`src/rtl/core/tccs_pkg.sv`:
```
// Shared types, field widths, character codes and mode codes for the text
// console with cursor and scroll. No dependencies.
package tccs_pkg;

  // Default geometry of the character store
  localparam int unsigned ROWS_DEF = 25;
  localparam int unsigned COLS_DEF = 80;

  // Fixed port field widths
  localparam int unsigned MODE_W = 2;
  localparam int unsigned CHAR_W = 8;
  localparam int unsigned HEX_W  = 32;
  localparam int unsigned ROW_PW = 5;
  localparam int unsigned COL_PW = 7;

  // Number of nibbles in the printed value
  localparam int unsigned HEX_DIGITS = HEX_W / 4;
  localparam int unsigned NDIG_W     = $clog2(HEX_DIGITS + 1);

  // Mode codes
  localparam logic [MODE_W-1:0] MODE_PUT  = 2'd0;
  localparam logic [MODE_W-1:0] MODE_HEX  = 2'd1;
  localparam logic [MODE_W-1:0] MODE_READ = 2'd2;

  // Character codes
  localparam logic [CHAR_W-1:0] CH_SPACE   = 8'h20;
  localparam logic [CHAR_W-1:0] CH_TILDE   = 8'h7E;
  localparam logic [CHAR_W-1:0] CH_NEWLINE = 8'h0A;
  localparam logic [CHAR_W-1:0] CH_ZERO    = 8'h30;
  localparam logic [CHAR_W-1:0] CH_LOWER_X = 8'h78;
  localparam logic [CHAR_W-1:0] CH_UPPER_A = 8'h41;

  // Status of the hex digit generator towards the sequencer
  typedef struct packed {
    logic              avail;  // a character is presented
    logic              done;   // generator idle, nothing left to emit
    logic [CHAR_W-1:0] ch;     // presented character
  } hex_stat_t;

  // Outcome of applying the print rule to the presented character
  typedef struct packed {
    logic wr_en;   // printable: store the byte at the cursor
    logic wrap;    // cursor moves to column 0 of the next row
    logic scroll;  // the row move runs off the bottom
  } cur_flags_t;

  // Upper-case ASCII digit for one nibble
  function automatic logic [CHAR_W-1:0] hex_ascii(input logic [3:0] nib);
    logic [CHAR_W-1:0] r;
    if (nib < 4'd10) begin
      r = CH_ZERO + {4'd0, nib};
    end else begin
      r = CH_UPPER_A + {4'd0, nib} - 8'd10;
    end
    return r;
  endfunction

endpackage

```
`src/rtl/core/tccs_cursor.sv`:
```
// Cursor unit: holds the logical cursor, the physical row of the cursor and
// the ring base of the store, and applies the print rule. Uses tccs_pkg.
module tccs_cursor import tccs_pkg::*; #(
  parameter int unsigned ROWS = ROWS_DEF,
  parameter int unsigned COLS = COLS_DEF,
  localparam int unsigned RW = $clog2(ROWS),
  localparam int unsigned CW = $clog2(COLS),
  localparam int unsigned AW = $clog2(ROWS * COLS)
) (
  input  logic              clk_i,
  input  logic              rst_ni,
  input  logic              step_i,
  input  logic [CHAR_W-1:0] char_i,
  output cur_flags_t        flags_o,
  output logic [RW-1:0]     row_o,
  output logic [CW-1:0]     col_o,
  output logic [RW-1:0]     base_o,
  output logic [AW-1:0]     row_addr_o
);

  localparam logic [AW-1:0] COLS_A = AW'(COLS);
  localparam logic [RW-1:0] LAST_ROW = RW'(ROWS - 1);

  logic [RW-1:0] row_q, row_d;
  logic [CW-1:0] col_q, col_d;
  logic [RW-1:0] prow_q, prow_d;
  logic [RW-1:0] base_q, base_d;
  logic [CW:0]   col_inc;
  logic          printable;
  cur_flags_t    flags;

  // Print rule on the presented byte
  always_comb begin
    printable    = (char_i >= CH_SPACE) && (char_i <= CH_TILDE);
    col_inc      = {1'b0, col_q} + 1'b1;
    flags.wr_en  = printable;
    flags.wrap   = printable ? (col_inc >= (CW+1)'(COLS)) : (char_i == CH_NEWLINE);
    flags.scroll = flags.wrap && (row_q == LAST_ROW);
  end

  // Advance the cursor; a row move always advances the physical row
  always_comb begin
    row_d  = row_q;
    col_d  = col_q;
    prow_d = prow_q;
    base_d = base_q;
    if (step_i) begin
      if (flags.wrap) begin
        col_d  = '0;
        prow_d = (prow_q == LAST_ROW) ? '0 : prow_q + 1'b1;
        if (flags.scroll) begin
          base_d = (base_q == LAST_ROW) ? '0 : base_q + 1'b1;
        end else begin
          row_d = row_q + 1'b1;
        end
      end else if (printable) begin
        col_d = col_inc[CW-1:0];
      end
    end
  end

  always_ff @(posedge clk_i or negedge rst_ni) begin
    if (!rst_ni) begin
      row_q  <= '0;
      col_q  <= '0;
      prow_q <= '0;
      base_q <= '0;
    end else begin
      row_q  <= row_d;
      col_q  <= col_d;
      prow_q <= prow_d;
      base_q <= base_d;
    end
  end

  assign flags_o    = flags;
  assign row_o      = row_q;
  assign col_o      = col_q;
  assign base_o     = base_q;
  assign row_addr_o = AW'(prow_q) * COLS_A;

endmodule

```
`config.mk`:
```
export PLATFORM = sky130hd
export DESIGN_NAME = tccs_cursor
export DESIGN_NICKNAME = d
export VERILOG_FILES = /design/src/rtl/core/tccs_pkg.sv /design/src/rtl/core/tccs_cursor.sv
export SDC_FILE = /design/constraint.sdc
export NUM_CORES = 1
export LEC_CHECK = 0
export ABC_AREA = 0
export BUFFER_PORTS_ARGS = -buffer_cell sky130_fd_sc_hd__clkbuf_2
export CORE_ASPECT_RATIO = 0.7
export CORE_MARGIN = 8
export CORE_UTILIZATION = 40
export CTS_CLUSTER_DIAMETER = 100
export DETAILED_ROUTE_END_ITERATION = 7
export HOLD_SLACK_MARGIN = 0.12
export PLACE_DENSITY_LB_ADDON = 0.15
export SYNTH_ARGS = -nofsm -noshare
export SYNTH_HDL_FRONTEND = slang
export SYNTH_SLANG_ARGS = --single-unit
```
`constraint.sdc`:
```
create_clock -name clk_i -period 4.6 [get_ports clk_i]
set_input_delay 0.23 -clock clk_i [delete_from_list [all_inputs] [get_ports clk_i]]
set_output_delay 0.23 -clock clk_i [all_outputs]
set_load 0.05 [all_outputs]
```
---- Yosys cells after proc, flatten, opt, wreduce, memory -nomap -nowiden ----
Index checks and enable logic that the tools add are counted.
Widths: inputs -> output; s select.
storage, ports and cells
  flip-flop bits (word level) ............. 22
  input port bits ......................... 11
  output and inout bits ................... 31
operators by class
  add/sub/neg operators ................... 4
  $mul .................................... 1
  order comparisons ....................... 3
  equality and inequality tests ........... 4
  multiplexer cells ....................... 5
  bitwise operators ....................... 1
  reduce and logical (&&, ||, !) cells .... 7
operators with widths
  cell                 count
  $add 5x1->5 const B  3
  $eq 5x5->1 const B   3
  $mux 7               2
  $mux 5               2
  $add 7x1->8 const B  1
  $eq 8x4->1 const B   1
  $ge 8x6->1 const B   1
  $ge 8x7->1 const B   1
  $le 8x7->1 const B   1
  $mul 5x3->7 const B  1
  $reduce_and 3->1     2
  $reduce_and 2->1     2
  $logic_and 1x1->1    2
  $reduce_bool 2->1    1
  $mux 1               1
  $not 1->1            1

---- Logic depth before layout (Yosys ltp) ----
  word-level depth ........................ 6
  depth in mapped cells ................... 8

---- Worst setup path after synthesis ----
Ideal clock, no wire load.
  path kind ............................... register to output
  start ................................... register col_q[0], in the netlist col_o[0]
  end ..................................... output flags_o[0] (netlist name)
  arrival time ............................ 2.727 ns
  required time ........................... 4.370 ns
  slack ................................... 1.643 ns
  cell stages (with the launch flop) ...... 7
  cell sequence ........................... dfrtp_1 > ha_1 > nand3_1 > nor2_2 > xor2_2 > o21ai_2 > nor3_1
RTL lines
  what                      line               text
  start: declaration        tccs_cursor.sv:25  logic [CW-1:0] col_q, col_d;
  start signal: assignment  tccs_cursor.sv:70  col_q <= col_d;
  end: declaration          tccs_cursor.sv:14  output cur_flags_t flags_o,

---- Worst setup path in the final report ----
  start ................................... register prow_q[2]
  end ..................................... output row_addr_o[10]
on the way
  longest elaborated chain between the ends .. 1
ends and longest elaborated chain
  what                      line               text
  start: declaration        tccs_cursor.sv:26  logic [RW-1:0] prow_q, prow_d;
  start signal: assignment  tccs_cursor.sv:71  prow_q <= prow_d;
  $mul 5x3->7               tccs_cursor.sv:80  assign row_addr_o = AW'(prow_q) * COLS_A;
  end: declaration          tccs_cursor.sv:18  output logic [AW-1:0] row_addr_o
Every way passes these cells.

==> run_results.csv <==
group,metric,value,unit
run_status,status,"finished, final reports clean",
critical_path,crit_path_end_kind,"output port",
critical_path,timing.rr.start,"col_o[0]",
placement,dp.cells,244,
synthesis,synth_ff_type,"dfrtp_1",
global_routing,grt_overflow_total,0,
clocking,clockBufferDepth,2,
global_routing,grt_pass1_wl,6050,µm
critical_path,start_kind,"flip-flop",
timing,final_max_slew_viol_count,0,
timing,finClkSkew,0.00780,ns
timing,worst_slew_pin_slew,0.591,ns
clocking,cts-hold-fix-buffers,1,
cells_and_area,antenna_cells,0,
timing,setup_violations,0,
power_and_ir_drop,ir_drop,0.278,mV
clocking,cts.sinks,22,
die,num_rows,19,
cells_and_area,fill_cells,378,
clocking,cts_inserted_buffers,3,
global_routing,grt_max_degree,23,
job,max-cap-violations,0,
timing,fin_crit,2.42,ns
hold_path,min-delay-path-class,"input port to flip-flop",
placement,dp_hpwl,2670,µm
clocking,cts_max_level,1,
placement,placed_area,0.00175,mm²
timing,fin_crit_sh,0.526,
cells_and_area,final_net_count,223,
critical_path,startpoint,"prow_q[2]",
die,die_w,90.9,µm
synthesis,synth_top_area_frac,0.351,
power_and_ir_drop,fin_total_pwr,0.540,mW
die,start_util,0.408,
timing,hold_viol,0,
critical_path,arrival,2.19,ns
synthesis,synth_area_leaders,"dfrtp_1, ha_1, o21ai_0",
synthesis,yosysSeqAreaShare,0.351,
timing,rsz0062_at_grt,"false",
placement,dpl_worst_slack,2.41,ns
drt,vias_per_cell,5.23,
clocking,cts_tree,"built",
hold_path,hold_depth,4,
timing,setup_slack,2.18,ns
power_and_ir_drop,power_leakage,0.851,nW
die,die_area,0.00622,mm²
synthesis,synthCells,162,
die,ioPinCount,42,
hold_path,min_from,"step_i",
cells_and_area,drive_above_1_share,0.276,
synthesis,syn_area,0.00157,mm²
drt,drt-pass1-iter-count,4,
synthesis,yosysMostFrequentCell,"dfrtp_1",
synthesis,yosys.area.top_type,"dfrtp_1",
global_routing,grt_pass1_vias,1322,
drt,drc,0,
drt,drt-total-wl,3470,µm
critical_path,critical_path_class,"flip-flop to output port",
cells_and_area,instances_no_fill,248,
global_routing,antenna_found_initial,0,
global_routing,groute.usage.overall,0.119,
synthesis,ys_seq_elements,22,
clocking,clkSlewWorstSetupHoldPaths,0.08,ns
synthesis,yosys-top-cells-count,"dfrtp_1, nand2_1, ha_1, o21ai_0, inv_1",
timing,whs,0.447,ns
synthesis,syn_area_per_cell,9.69,µm²
clocking,cts_setup_buffers,0,
drt,vias,1297,
synthesis,synth_edf_count,0,
timing,finalSetupTns,0,ns
placement,place.gp.congestion,0.799,
timing,fmax,413,MHz
cells_and_area,area_growth,14.9,%
clocking,cts_root_buf,"clkbuf_8",
timing,maxSlewHeadroom,0.606,
synthesis,async_flop_share,1.00,
cells_and_area,fin_area,0.00180,mm²
synthesis,ys_warn_count,0,
die,die_h,68.4,µm
drt,wire_per_inst,14.0,µm
drt,ant_nets,0,
cells_and_area,utilization,0.468,
clocking,clk_latency,0.26,ns
critical_path,reg2reg_depth,7,
synthesis,synth_cell_types,49,
power_and_ir_drop,power_density,299,mW/mm²
drt,dr.first_iter.drc_count,71,
clocking,cts.repair.resized,0,
critical_path,required,4.37,ns
placement,portBuffers,37,
die,core,0.00385,mm²
critical_path,path_max_fanout,10,
[layer usage]
layer | GRT usage | vias to the layer above | wire, µm
met2 | 0.215 | 28 | 1650
met5 | 0 | - | 0
met4 | 0.0183 | 0 | 10
met3 | 0.0460 | 2 | 213
li1 | - | 641 | -
met1 | 0.136 | 626 | 1600
[worst paths after layout]
kind,end,slack (ns)
min in group asynchronous,col_o[5],0.49
max,row_addr_o[10],2.18
min,col_o[1],0.45
max reg2reg,base_o[4],2.49
max in group asynchronous,prow_q[0],3.71
min reg2reg,row_o[4],0.54
[critical path: stages, from the launching register on]
cell	delay [ns]
dfrtp_1	0.49
ha_1	0.39
ha_1	0.30
a21o_1	0.16
a21oi_1	0.16
xnor2_1	0.13
clkbuf_2	0.30
[cells in the final DEF, fill, tap and decap left out, types with 2 or more instances in the layout]
master    Yosys  layout
a21oi_1       6       6
and4b_1       2       2
clkbuf_2      0      37
clkbuf_8      0       3
conb_1        1       4
dfrtp_1      22      22
ha_1         13      13
inv_1        10      10
mux2_1        2       2
nand2_1      17      17
nand3_1       9       9
nand4_1       3       3
nor2_1        5       5
o211ai_2      2       2
o21ai_0      13      13
o21ai_1       3       3
o21ai_2       2       2
o31ai_1       4       4
or4_1         2       2
xnor2_1       6       6
xor2_1        3       3
[area by class of cell]
| type | count | area (µm²) | share of cell area |
|---|---|---|---|
| Timing Repair Buffer | 38 | 195 | 0.108 |
| Sequential cell | 22 | 551 | 0.305 |
| Tap cell | 52 | 65.1 | 0.0361 |
| Inverter | 10 | 37.5 | 0.0208 |
| Clock buffer | 3 | 41.3 | 0.0229 |
| Multi-Input combinational cell | 123 | 915 | 0.507 |
[report_power, final]
| part | internal (mW) | switching [mW] |
|---|---|---|
| Clock | 0.0584 | 0.0595 |
| Sequential | 0.214 | 0.0274 |
| Combinational | 0.0441 | 0.136 |
| Total | 0.316 | 0.223 |
[logic make-up (layout without fill, tap and decap cells)]
logic type / Yosys count / in the layout / synth area share
and+or+nand+nor: 53 / 53 / 0.194
AOI/OAI and AO/OA: 39 / 39 / 0.178
DFF: 22 / 22 / 0.351
buffers and inverters: 20 / 51 / 0.0741
adders and majority gates: 14 / 14 / 0.116
xor gates and xnor gates: 10 / 10 / 0.0606
muxes: 3 / 3 / 0.0239
other: 1 / 4 / 0.00239
[sequential cells by signal, indices dropped and copies added, names as in the netlist]
register / flops
prow_q: 5
row_o: 5
col_o: 7
base_o: 5
No activity file was read; power rests on OpenSTA's default activity.
