<file path="config.mk">
export PLATFORM = sky130hd
export DESIGN_NAME = tccs_hexgen
export DESIGN_NICKNAME = d
export VERILOG_FILES = /design/src/rtl/core/tccs_pkg.sv /design/src/rtl/core/tccs_hexgen.sv
export SDC_FILE = /design/constraint.sdc
export NUM_CORES = 1
export LEC_CHECK = 0
export CORE_UTILIZATION = 35
export DETAILED_ROUTE_END_ITERATION = 10
export DONT_BUFFER_PORTS = 1
export SLEW_MARGIN = 20
export SYNTH_ARGS = -nofsm -noshare
export SYNTH_HDL_FRONTEND = slang
export SYNTH_SLANG_ARGS = --single-unit
</file>
<file path="constraint.sdc">
create_clock -name clk_i -period 2.7 [get_ports clk_i]
set_input_delay 0.27 -clock clk_i [delete_from_list [all_inputs] [get_ports clk_i]]
set_output_delay 0.27 -clock clk_i [all_outputs]
set_load 0.03 [all_outputs]
</file>
<file path="src/rtl/core/tccs_pkg.sv">
// Shared types, field widths, character codes and mode codes for the text
// console with cursor and scroll. No dependencies.
package tccs_pkg;

  // Default geometry of the character store
  localparam int unsigned ROWS_DEF = 25;
  localparam int unsigned COLS_DEF = 80;

  // Fixed port field widths
  localparam int unsigned MODE_W = 2;
  localparam int unsigned CHAR_W = 8;
  localparam int unsigned HEX_W  = 32;
  localparam int unsigned ROW_PW = 5;
  localparam int unsigned COL_PW = 7;

  // Number of nibbles in the printed value
  localparam int unsigned HEX_DIGITS = HEX_W / 4;
  localparam int unsigned NDIG_W     = $clog2(HEX_DIGITS + 1);

  // Mode codes
  localparam logic [MODE_W-1:0] MODE_PUT  = 2'd0;
  localparam logic [MODE_W-1:0] MODE_HEX  = 2'd1;
  localparam logic [MODE_W-1:0] MODE_READ = 2'd2;

  // Character codes
  localparam logic [CHAR_W-1:0] CH_SPACE   = 8'h20;
  localparam logic [CHAR_W-1:0] CH_TILDE   = 8'h7E;
  localparam logic [CHAR_W-1:0] CH_NEWLINE = 8'h0A;
  localparam logic [CHAR_W-1:0] CH_ZERO    = 8'h30;
  localparam logic [CHAR_W-1:0] CH_LOWER_X = 8'h78;
  localparam logic [CHAR_W-1:0] CH_UPPER_A = 8'h41;

  // Status of the hex digit generator towards the sequencer
  typedef struct packed {
    logic              avail;  // a character is presented
    logic              done;   // generator idle, nothing left to emit
    logic [CHAR_W-1:0] ch;     // presented character
  } hex_stat_t;

  // Outcome of applying the print rule to the presented character
  typedef struct packed {
    logic wr_en;   // printable: store the byte at the cursor
    logic wrap;    // cursor moves to column 0 of the next row
    logic scroll;  // the row move runs off the bottom
  } cur_flags_t;

  // Upper-case ASCII digit for one nibble
  function automatic logic [CHAR_W-1:0] hex_ascii(input logic [3:0] nib);
    logic [CHAR_W-1:0] r;
    if (nib < 4'd10) begin
      r = CH_ZERO + {4'd0, nib};
    end else begin
      r = CH_UPPER_A + {4'd0, nib} - 8'd10;
    end
    return r;
  endfunction

endpackage

</file>
<file path="src/rtl/core/tccs_hexgen.sv">
// Hex digit generator: trims leading zero nibbles, then presents "0x" and
// the digits one character per take. Uses tccs_pkg.
module tccs_hexgen import tccs_pkg::*; (
  input  logic             clk_i,
  input  logic             rst_ni,
  input  logic             start_i,
  input  logic [HEX_W-1:0] value_i,
  input  logic             take_i,
  output hex_stat_t        stat_o
);

  localparam logic [1:0] H_IDLE = 2'd0;
  localparam logic [1:0] H_TRIM = 2'd1;
  localparam logic [1:0] H_EMIT = 2'd2;
  localparam logic [1:0] PRE_DONE = 2'd2;

  logic [1:0]        state_q, state_d;
  logic [HEX_W-1:0]  val_q, val_d;
  logic [NDIG_W-1:0] ndig_q, ndig_d;
  logic [1:0]        pre_q, pre_d;
  logic [3:0]        top_nib;

  assign top_nib = val_q[HEX_W-1 -: 4];

  // Trim one nibble a cycle, then emit on each take
  always_comb begin
    state_d = state_q;
    val_d   = val_q;
    ndig_d  = ndig_q;
    pre_d   = pre_q;
    unique case (state_q)
      H_IDLE: begin
        if (start_i) begin
          val_d   = value_i;
          ndig_d  = NDIG_W'(HEX_DIGITS);
          pre_d   = '0;
          state_d = H_TRIM;
        end
      end
      H_TRIM: begin
        if ((ndig_q > NDIG_W'(1)) && (top_nib == 4'd0)) begin
          val_d  = val_q << 4;
          ndig_d = ndig_q - 1'b1;
        end else begin
          state_d = H_EMIT;
        end
      end
      H_EMIT: begin
        if (take_i) begin
          if (pre_q != PRE_DONE) begin
            pre_d = pre_q + 1'b1;
          end else begin
            val_d  = val_q << 4;
            ndig_d = ndig_q - 1'b1;
            if (ndig_q == NDIG_W'(1)) begin
              state_d = H_IDLE;
            end
          end
        end
      end
      default: state_d = H_IDLE;
    endcase
  end

  always_ff @(posedge clk_i or negedge rst_ni) begin
    if (!rst_ni) begin
      state_q <= H_IDLE;
      ndig_q  <= '0;
      pre_q   <= '0;
    end else begin
      state_q <= state_d;
      ndig_q  <= ndig_d;
      pre_q   <= pre_d;
    end
  end

  always_ff @(posedge clk_i) begin
    val_q <= val_d;
  end

  // Present prefix characters, then the top nibble
  always_comb begin
    stat_o.avail = (state_q == H_EMIT);
    stat_o.done  = (state_q == H_IDLE);
    case (pre_q)
      2'd0:    stat_o.ch = CH_ZERO;
      2'd1:    stat_o.ch = CH_LOWER_X;
      default: stat_o.ch = hex_ascii(top_nib);
    endcase
  end

endmodule

</file>
# [Yosys cells after proc, flatten, opt, wreduce, memory -nomap -nowiden]
# Cells that the tools add are included.
[totals] mem_count=0 ram_bits=0 out_inout_bits=10 rom_bits=0 input_bits=36 wordCells=54 latchBits=0 regBits=40
[classes] order_cmp=2 n_reduce_logical=9 n_eq_ne=12 n_mux=22 bitwise=0 div_mod_pow=0 n_shift=0 mul=0 add_sub_neg=5
[ops] cell="$mux 32" n=4
[ops] cell="$pmux 32 s3" n=1
[ops] cell="$mux 2" n=8
[ops] cell="$mux 4" n=4
[ops] cell="$pmux 8 s2" n=1
[ops] cell="$ne 2x2->1 const B" n=6
[ops] cell="$pmux 4 s3" n=1
[ops] cell="$reduce_and 5->1" n=2
[ops] cell="$add 7x4->8 const A" n=1
[ops] cell="$mux 8" n=1
[ops] cell="$sub 8x4->8 const B" n=1
[ops] cell="$add 6x4->7 const A" n=1
[ops] cell="$pmux 2 s3" n=1
[ops] cell="$eq 2x1->1 const B" n=2
[ops] cell="$eq 4x1->1 const B" n=1
[ops] cell="$gt 4x1->1 const B" n=1
[ops] cell="$logic_not 2->1" n=2
[ops] cell="$logic_not 4->1" n=1
[ops] cell="$lt 4x4->1 const B" n=1
[ops] cell="$ne 2x1->1 const B" n=2
[ops] cell="$pmux 2 s2" n=1
[ops] cell="$reduce_and 4->1" n=1
[ops] cell="$sub 4x1->4 const B" n=1
[ops] cell="$reduce_bool 3->1" n=1
[ops] cell="4 further kinds" n=4

# [Logic depth before layout (Yosys ltp)]
# Gate-level depths: netlist of run 1.
[depth] word_depth=5 mapped_depth=7 ltp_nobuf=6

# [Least setup slack after synthesis of run 1]
# No wires, ideal clock.
[synth_timing] path_type="register to output" startpoint="register val_q[29]" endpoint="output port stat_o[1] (netlist name)" setup_slack_ns=0.140 arrival_time_ns=2.290 required_ns=2.430 path_stages_with_launch=4 n_path_buf=0 cell_sequence="edfxtp_1 -> inv_1 -> ha_1 -> a2111oi_0"
[synth_rtl] item="start, declared" line_no="tccs_hexgen.sv:18" rtl="logic [HEX_W-1:0] val_q, val_d;"
[synth_rtl] item="start signal, assigned" line_no="tccs_hexgen.sv:78" rtl="val_q <= val_d;"
[synth_rtl] item="end, declared" line_no="tccs_hexgen.sv:9" rtl="output hex_stat_t stat_o"

==> results of run 1 <==
logic make-up (layout without fill, tap and decap cells):
family / count (synthesis) / in the layout / share of synthesized area [%]
other cells: 1 / 1 / 0.1805
fa+ha+maj: 11 / 11 / 6.626
mux: 33 / 33 / 17.77
xor+xnor: 1 / 1 / 0.4218
flops: 40 / 40 / 55.90
buf+inv: 17 / 28 / 3.614
compound gates: 20 / 20 / 7.410
simple gates: 29 / 29 / 8.073
power groups by stage:
stage | clock network (mW) | logic (mW) | registers [mW]
after floorplan | 0 | 1.31 | 1.29
after global placement | 0 | 1.55 | 1.32
after detailed placement | 0 | 1.61 | 1.34
after CTS | 0.509 | 1.62 | 1.33
after global routing | 0.537 | 1.78 | 1.38
final | 0.492 | 1.60 | 1.33
layout by cell type, fill, tap and decap left out, types with 2 or more instances in the layout:
cell,instances
a21oi_2,2
o211ai_1,2
mux2i_1,2
mux2_1,2
nand2_1,6
buf_4,8
edfxtp_1,32
a21oi_1,3
a22o_1,3
nor2_1,3
clkbuf_8,5
dfrtp_1,8
nor3_1,4
o21ai_0,2
inv_1,11
ha_1,11
nor2b_1,6
mux2_2,29
or3_1,2
cell type report:
class / count / area [sq um] / area share [%]
repair buffers: 9 / 70.07 / 3.014
flip-flops and latches: 40 / 1161 / 49.95
multi-input cells: 95 / 847.1 / 36.44
inverters: 11 / 41.29 / 1.776
clock inverters: 3 / 46.29 / 1.991
well taps: 72 / 90.09 / 3.875
clock buffers: 5 / 68.82 / 2.960
layer usage:
layer	vias to the layer above	GRT usage, %	routed length [um]
met1	565	13.13	1421
met4	0	4.545	49
met2	41	21.90	1629
met5	-	0	0
li1	580	-	-
met3	6	6.207	334
synth_stat cells, types with 2 or more instances:
| library cell | number | share of area, % |
|---|---|---|
| o211ai_1 | 2 | 0.72 |
| ha_1 | 11 | 6.6 |
| buf_4 | 2 | 0.72 |
| dfrtp_1 | 8 | 9.6 |
| mux2i_1 | 2 | 0.96 |
| nor3_1 | 4 | 0.96 |
| inv_1 | 11 | 2.0 |
| nand2_1 | 6 | 1.1 |
| or3_1 | 2 | 0.60 |
| edfxtp_1 | 32 | 46 |
| mux2_2 | 29 | 16 |
| nor2_1 | 3 | 0.54 |
| nor2b_1 | 6 | 1.8 |
| a22o_1 | 3 | 1.3 |
| a21oi_2 | 2 | 0.84 |
| buf_2 | 3 | 0.72 |
| a21oi_1 | 3 | 0.72 |
| mux2_1 | 2 | 1.1 |
| o21ai_0 | 2 | 0.48 |
repair_timing:
action	CTS	global route
hold buffers	1	0
endpoints found under the hold margin	8	0
resized for setup	0	0
state kept, by name, summed over array words and instances, names as in the netlist:
signal,count
ndig_q,4
pre_q,2
state_q,2
val_q,32
how the worst min path moves through the flow:
stage / start / to / cells past startpoint
final: value_i[0] / val_q[0] / 1
after global routing: value_i[16] / val_q[16] / 1
after CTS: value_i[0] / val_q[0] / 1
after detailed placement: rst_ni / ndig_q[1] / 0
after global placement: rst_ni / state_q[1] / 0
after floorplan: rst_ni / ndig_q[0] / 0
metrics by stage:
stage / power [mW] / setup WS, ns / util, % / hold WS, ns
2_1_floorplan: 2.605 / 0.1402 / - / -0.02559
3_3_place_gp: 2.868 / 0.6213 / 39.22 / -0.02535
3_5_place_dp: 2.954 / 0.5371 / 39.22 / -0.02533
4_1_cts: 3.464 / 0.5149 / 41.45 / 0.1715
5_1_grt: 3.693 / 0.3689 / 41.45 / 0.1689
6_report: 3.423 / 0.5173 / 41.45 / 0.1844
critical path, cell delays in order, from the launching register on:
cell,delay (ns)
dfrtp_1,0.41
inv_1,0.08
ha_1,0.35
nor2b_1,0.22
a21oi_2,0.20
o21a_2,0.17
buf_4,0.39
==> results.sh, run 1 <==
export IMPL_status="completed"
export IMPL_cp_start_kind="flop"
export IMPL_timing_final_crit_period_ns=2.183
export IMPL_synthCells=152
export IMPL_area_delta_synth_final_pct=11.93
export IMPL_ant_nets=0
export IMPL_die_w_um=79.04
export IMPL_firstDrtPassIters=4
export IMPL_routed_via_density=5.072
export IMPL_worstPathArrival_ns=2.12
export IMPL_post_cts_buffers=0
export IMPL_async_flop_share_pct=20.00
export IMPL_p_switching_mw=1.240
export IMPL_nets=209
export IMPL_yosysUniqueCellTypes=38
export IMPL_setup_tns_ns=0
export IMPL_die_h_um=79.04
export IMPL_drt_wl_total_um=3435
export IMPL_grt_usage_pct=12.63
export IMPL_ctsRootBufferMaster="clkbuf_8"
export IMPL_setup_viol=0
export IMPL_start_util_pct=37.04
export IMPL_ff2ff_setup_slack_ns=0.52
export IMPL_synth_nets=199
export IMPL_vias=1192
export IMPL_num_rows=27
export IMPL_io_pins=46
export IMPL_die_area_sq_um=6247
export IMPL_grt_pass1_vias=1356
export IMPL_intPower_mw=2.183
export IMPL_grt_max_degree=39
export IMPL_required_ns=2.64
export IMPL_ys_seq_area_share_pct=55.90
export IMPL_syn_area_sq_um=2077
export IMPL_crit_start="state_q[0]"
export IMPL_critPathCaptureType="flop"
export IMPL_synth_edff_count=32
export IMPL_worstReg2RegStart="state_q[0]"
export IMPL_first_iter_violations=62
export IMPL_antenna_found_initial=0
export IMPL_power_frac_clock_pct=14.4
export IMPL_dp_cells=226
export IMPL_rsz0062_at_grt="no"
export IMPL_swShare_pct=36.24
export IMPL_clockBufferDepth=2
export IMPL_yosys_register_bits=40
export IMPL_power_leakage_nw=0.8648
export IMPL_fillers=548
export IMPL_htreeDepth=2
export IMPL_yosys_warnings=0
export IMPL_diodes=0
export IMPL_grt_overflow=0
export IMPL_postSynthAreaPerCell_sq_um=13.66
export IMPL_ys_flop_type="edfxtp_1"
export IMPL_clk_pin_slew_ns=0.08
export IMPL_irDropWorstVdd_v=0.0005320
export IMPL_drv_slew=0
export IMPL_max_clock_freq_mhz=458.1
export IMPL_finalCritPeriodShare_pct=80.84
export IMPL_clock_sinks=40
export IMPL_p_seq_share_pct=38.9
export IMPL_portBuffers=0
export IMPL_cap_violations=0
export IMPL_power_density_nw_per_um2=1472
export IMPL_cts_tree="built"
export IMPL_setup_worst_path_class="flop to flop"
export IMPL_place_hpwl_um=2459
export IMPL_hold_violations=0
export IMPL_timing_rr_end="val_q[13]"
export IMPL_remaining_drc_errors=0
export IMPL_cp_max_fo=36
export IMPL_fin_area_sq_um=2325
export IMPL_hold_path_class="primary input to flop"
export IMPL_core_sq_um=5608
export IMPL_wl_per_cell_um=14.62
export IMPL_grt_pass1_wl_um=5996
export IMPL_layout_cells_non_filler=235
export IMPL_clk_latency_ns=0.29
export IMPL_dpl_instance_area_sq_um=2200
export IMPL_power_frac_comb_pct=46.7
export IMPL_fin_skew_ns=0.006798
export IMPL_drive_above_1_share_pct=31.29
export IMPL_gp_congestion=0.7405
export IMPL_reg2reg_depth=6
export IMPL_numCtsBuffers=5
export IMPL_crit_end="val_q[13]"
Note: power is estimated with default switching activity, not from simulation.
==> inputs of run 2 (changes only) <==
==> constraint.sdc (replaced) <==
create_clock -name clk_i -period 1.8 [get_ports clk_i]
set_input_delay 0.18 -clock clk_i [delete_from_list [all_inputs] [get_ports clk_i]]
set_output_delay 0.18 -clock clk_i [all_outputs]
set_load 0.03 [all_outputs]
==> run 2 against run 1 <==
Against the previous run:
- the run now ends with negative setup slack left
- design area up 17%
- clock skew about the same
- utilization up 6.9 points
- power up 80%
- cell count up 11%
- critical endpoint is now stat_o[4]
- largest power group unchanged
- highest routed layer unchanged
==> results.sh, run 2 (synthesis results as in run 1) <==
export IMPL_status="finished, violations left"
export IMPL_violations="negative setup slack"
export IMPL_grt_max_degree=39
export IMPL_fillers=537
export IMPL_hold_violations=0
export IMPL_swShare_pct=36.53
export IMPL_setup_worst_path_class="flop to output port"
export IMPL_drive_above_1_share_pct=51.58
export IMPL_routed_via_density=5.118
export IMPL_wl_per_cell_um=16.63
export IMPL_layout_commonest_cell="edfxtp_1"
export IMPL_cp_max_fo=2
export IMPL_grt_overflow=0
export IMPL_place_worst_setup_slack_ns=-0.09802
export IMPL_nets=236
export IMPL_max_stage_delay_ns=0.58
export IMPL_numCtsBuffers=5
export IMPL_required_ns=1.62
export IMPL_p_seq_share_pct=31.9
export IMPL_io_pins=46
export IMPL_drt_wl_total_um=4357
export IMPL_power_frac_clock_pct=11.8
export IMPL_power_frac_comb_pct=56.4
export IMPL_die_area_sq_um=6247
export IMPL_clk_latency_ns=0.29
export IMPL_area_delta_synth_final_pct=30.66
export IMPL_setup_viol=1
export IMPL_p_switching_mw=2.245
export IMPL_setup_slack_ns=-0.03104
export IMPL_crit_path_cell_trace="inv_2, buf_6, ha_4, inv_2, a21oi_2, or4b_4"
export IMPL_fin_skew_ns=0.006808
export IMPL_first_iter_violations=29
export IMPL_portBuffers=0
export IMPL_path_common_cell="inv_2"
export IMPL_hold_path_class="primary input to flop"
export IMPL_drv_slew=0
export IMPL_intPower_mw=3.901
export IMPL_rsz0062_at_grt="yes"
export IMPL_num_rows=27
export IMPL_antenna_found_initial=0
export IMPL_clock_sinks=40
export IMPL_irDropWorstVdd_v=0.0009153
export IMPL_htreeDepth=2
export IMPL_dp_cells=242
export IMPL_remaining_drc_errors=0
export IMPL_fin_util_pct=48.39
export IMPL_ctsRootBufferMaster="clkbuf_8"
export IMPL_cp_slowest_cell="or4b_4"
export IMPL_grt_pass1_vias=1405
export IMPL_layout_cells_non_filler=262
export IMPL_gp_congestion=0.7364
export IMPL_hold_ws_ns=0.09479
export IMPL_clk_pin_slew_ns=0.08
export IMPL_power_leakage_nw=1.016
export IMPL_grt_usage_pct=13.38
export IMPL_diodes=0
export IMPL_cp_start_kind="flop"
export IMPL_timing_final_crit_period_ns=1.831
export IMPL_cap_violations=0
export IMPL_die_h_um=79.04
export IMPL_clockBufferDepth=2
export IMPL_place_hpwl_um=2637
export IMPL_worstPathArrival_ns=1.65
export IMPL_top_register="val_q"
export IMPL_cts_tree="built"
export IMPL_crit_buf_inv=3
export IMPL_critPathCaptureType="output port"
export IMPL_finalCritPeriodShare_pct=101.7
export IMPL_core_sq_um=5608
export IMPL_die_w_um=79.04
export IMPL_top_regs="val_q x32, ndig_q x4"
export IMPL_crit_family="simple AND/OR/NAND/NOR gates"
export IMPL_max_clock_freq_mhz=546.1
export IMPL_start_util_pct=37.04
export IMPL_ant_nets=0
export IMPL_largest_register_ffs=32
export IMPL_final_cell_mix="edfxtp_1 (32), mux2_2 (29), buf_4 (23)"
export IMPL_vias=1341
export IMPL_firstDrtPassIters=4
export IMPL_grt_pass1_wl_um=6382
export IMPL_power_density_nw_per_um2=2265
==> run 2: cell types whose count changed in the layout (fill, tap and decap cells not counted), moves of 2 or more <==
cell,delta
inv_1,-6
buf_4,+15
buf_12,+2
ha_1,-6
buf_6,+5
inv_2,+6
o21a_4,+4
ha_2,+2
ha_4,+4
==> run 2: final timing paths <==
path | from | end | slack, ns | depth (start not counted)
max | val_q[29] | stat_o[4] | -0.03 | 6
min | value_i[3] | val_q[3] | 0.09 | 1
max reg2reg | state_q[1] | val_q[2] | 0.06 | 6
min reg2reg | val_q[14] | val_q[18] | 0.55 | 1
max in group asynchronous | rst_ni | ndig_q[3] | 1.29 | 1
min in group asynchronous | rst_ni | ndig_q[1] | 0.24 | 1
==> run 2: stage by stage <==
step	setup TNS, ns	instance area (sq um)	power [mW]
after floorplan	0	2092	3.958
after global placement	-0.5257	2341	4.625
after detailed placement	-3.272	2341	4.764
after CTS	-1.216	2572	5.807
after global routing	-0.7180	2714	6.535
final	-0.03104	2714	6.146
==> run 2: cell type report <==
cell class / instances / area, sq um / area share, %
Timing Repair Buffer: 31 / 279.0 / 10.28
Sequential cell: 40 / 1161 / 42.78
Inverter: 11 / 41.29 / 1.521
Tap cell: 72 / 90.09 / 3.320
Multi-Input combinational cell: 100 / 1031 / 37.99
Clock buffer: 5 / 68.82 / 2.536
Clock inverter: 3 / 42.54 / 1.568
==> run 2: power by group through the flow <==
stage	combinational (mW)	sequential, mW	clock [mW]
floorplan	2.02	1.94	0
global placement	2.68	1.94	0
detailed placement	2.79	1.97	0
CTS	3.12	1.94	0.746
global route	3.74	2.02	0.771
finish	3.46	1.96	0.724
==> run 2: repair_timing <==
item	in CTS	in global routing
endpoints found under the hold margin	8	0
pin swaps	2	12
resized for setup	17	19
setup buffers	3	4
hold buffers	1	0
setup endpoints to repair	40	42
gates cloned	2	3
==> run 2: per-layer routing <==
metal | vias up | global-route usage (%) | part of all wire [%]
met5 | - | 0 | 0
met4 | 0 | 4.545 | 1.1
met3 | 7 | 5.747 | 7.3
met2 | 39 | 22.59 | 53
met1 | 653 | 15.06 | 39
li1 | 642 | - | -
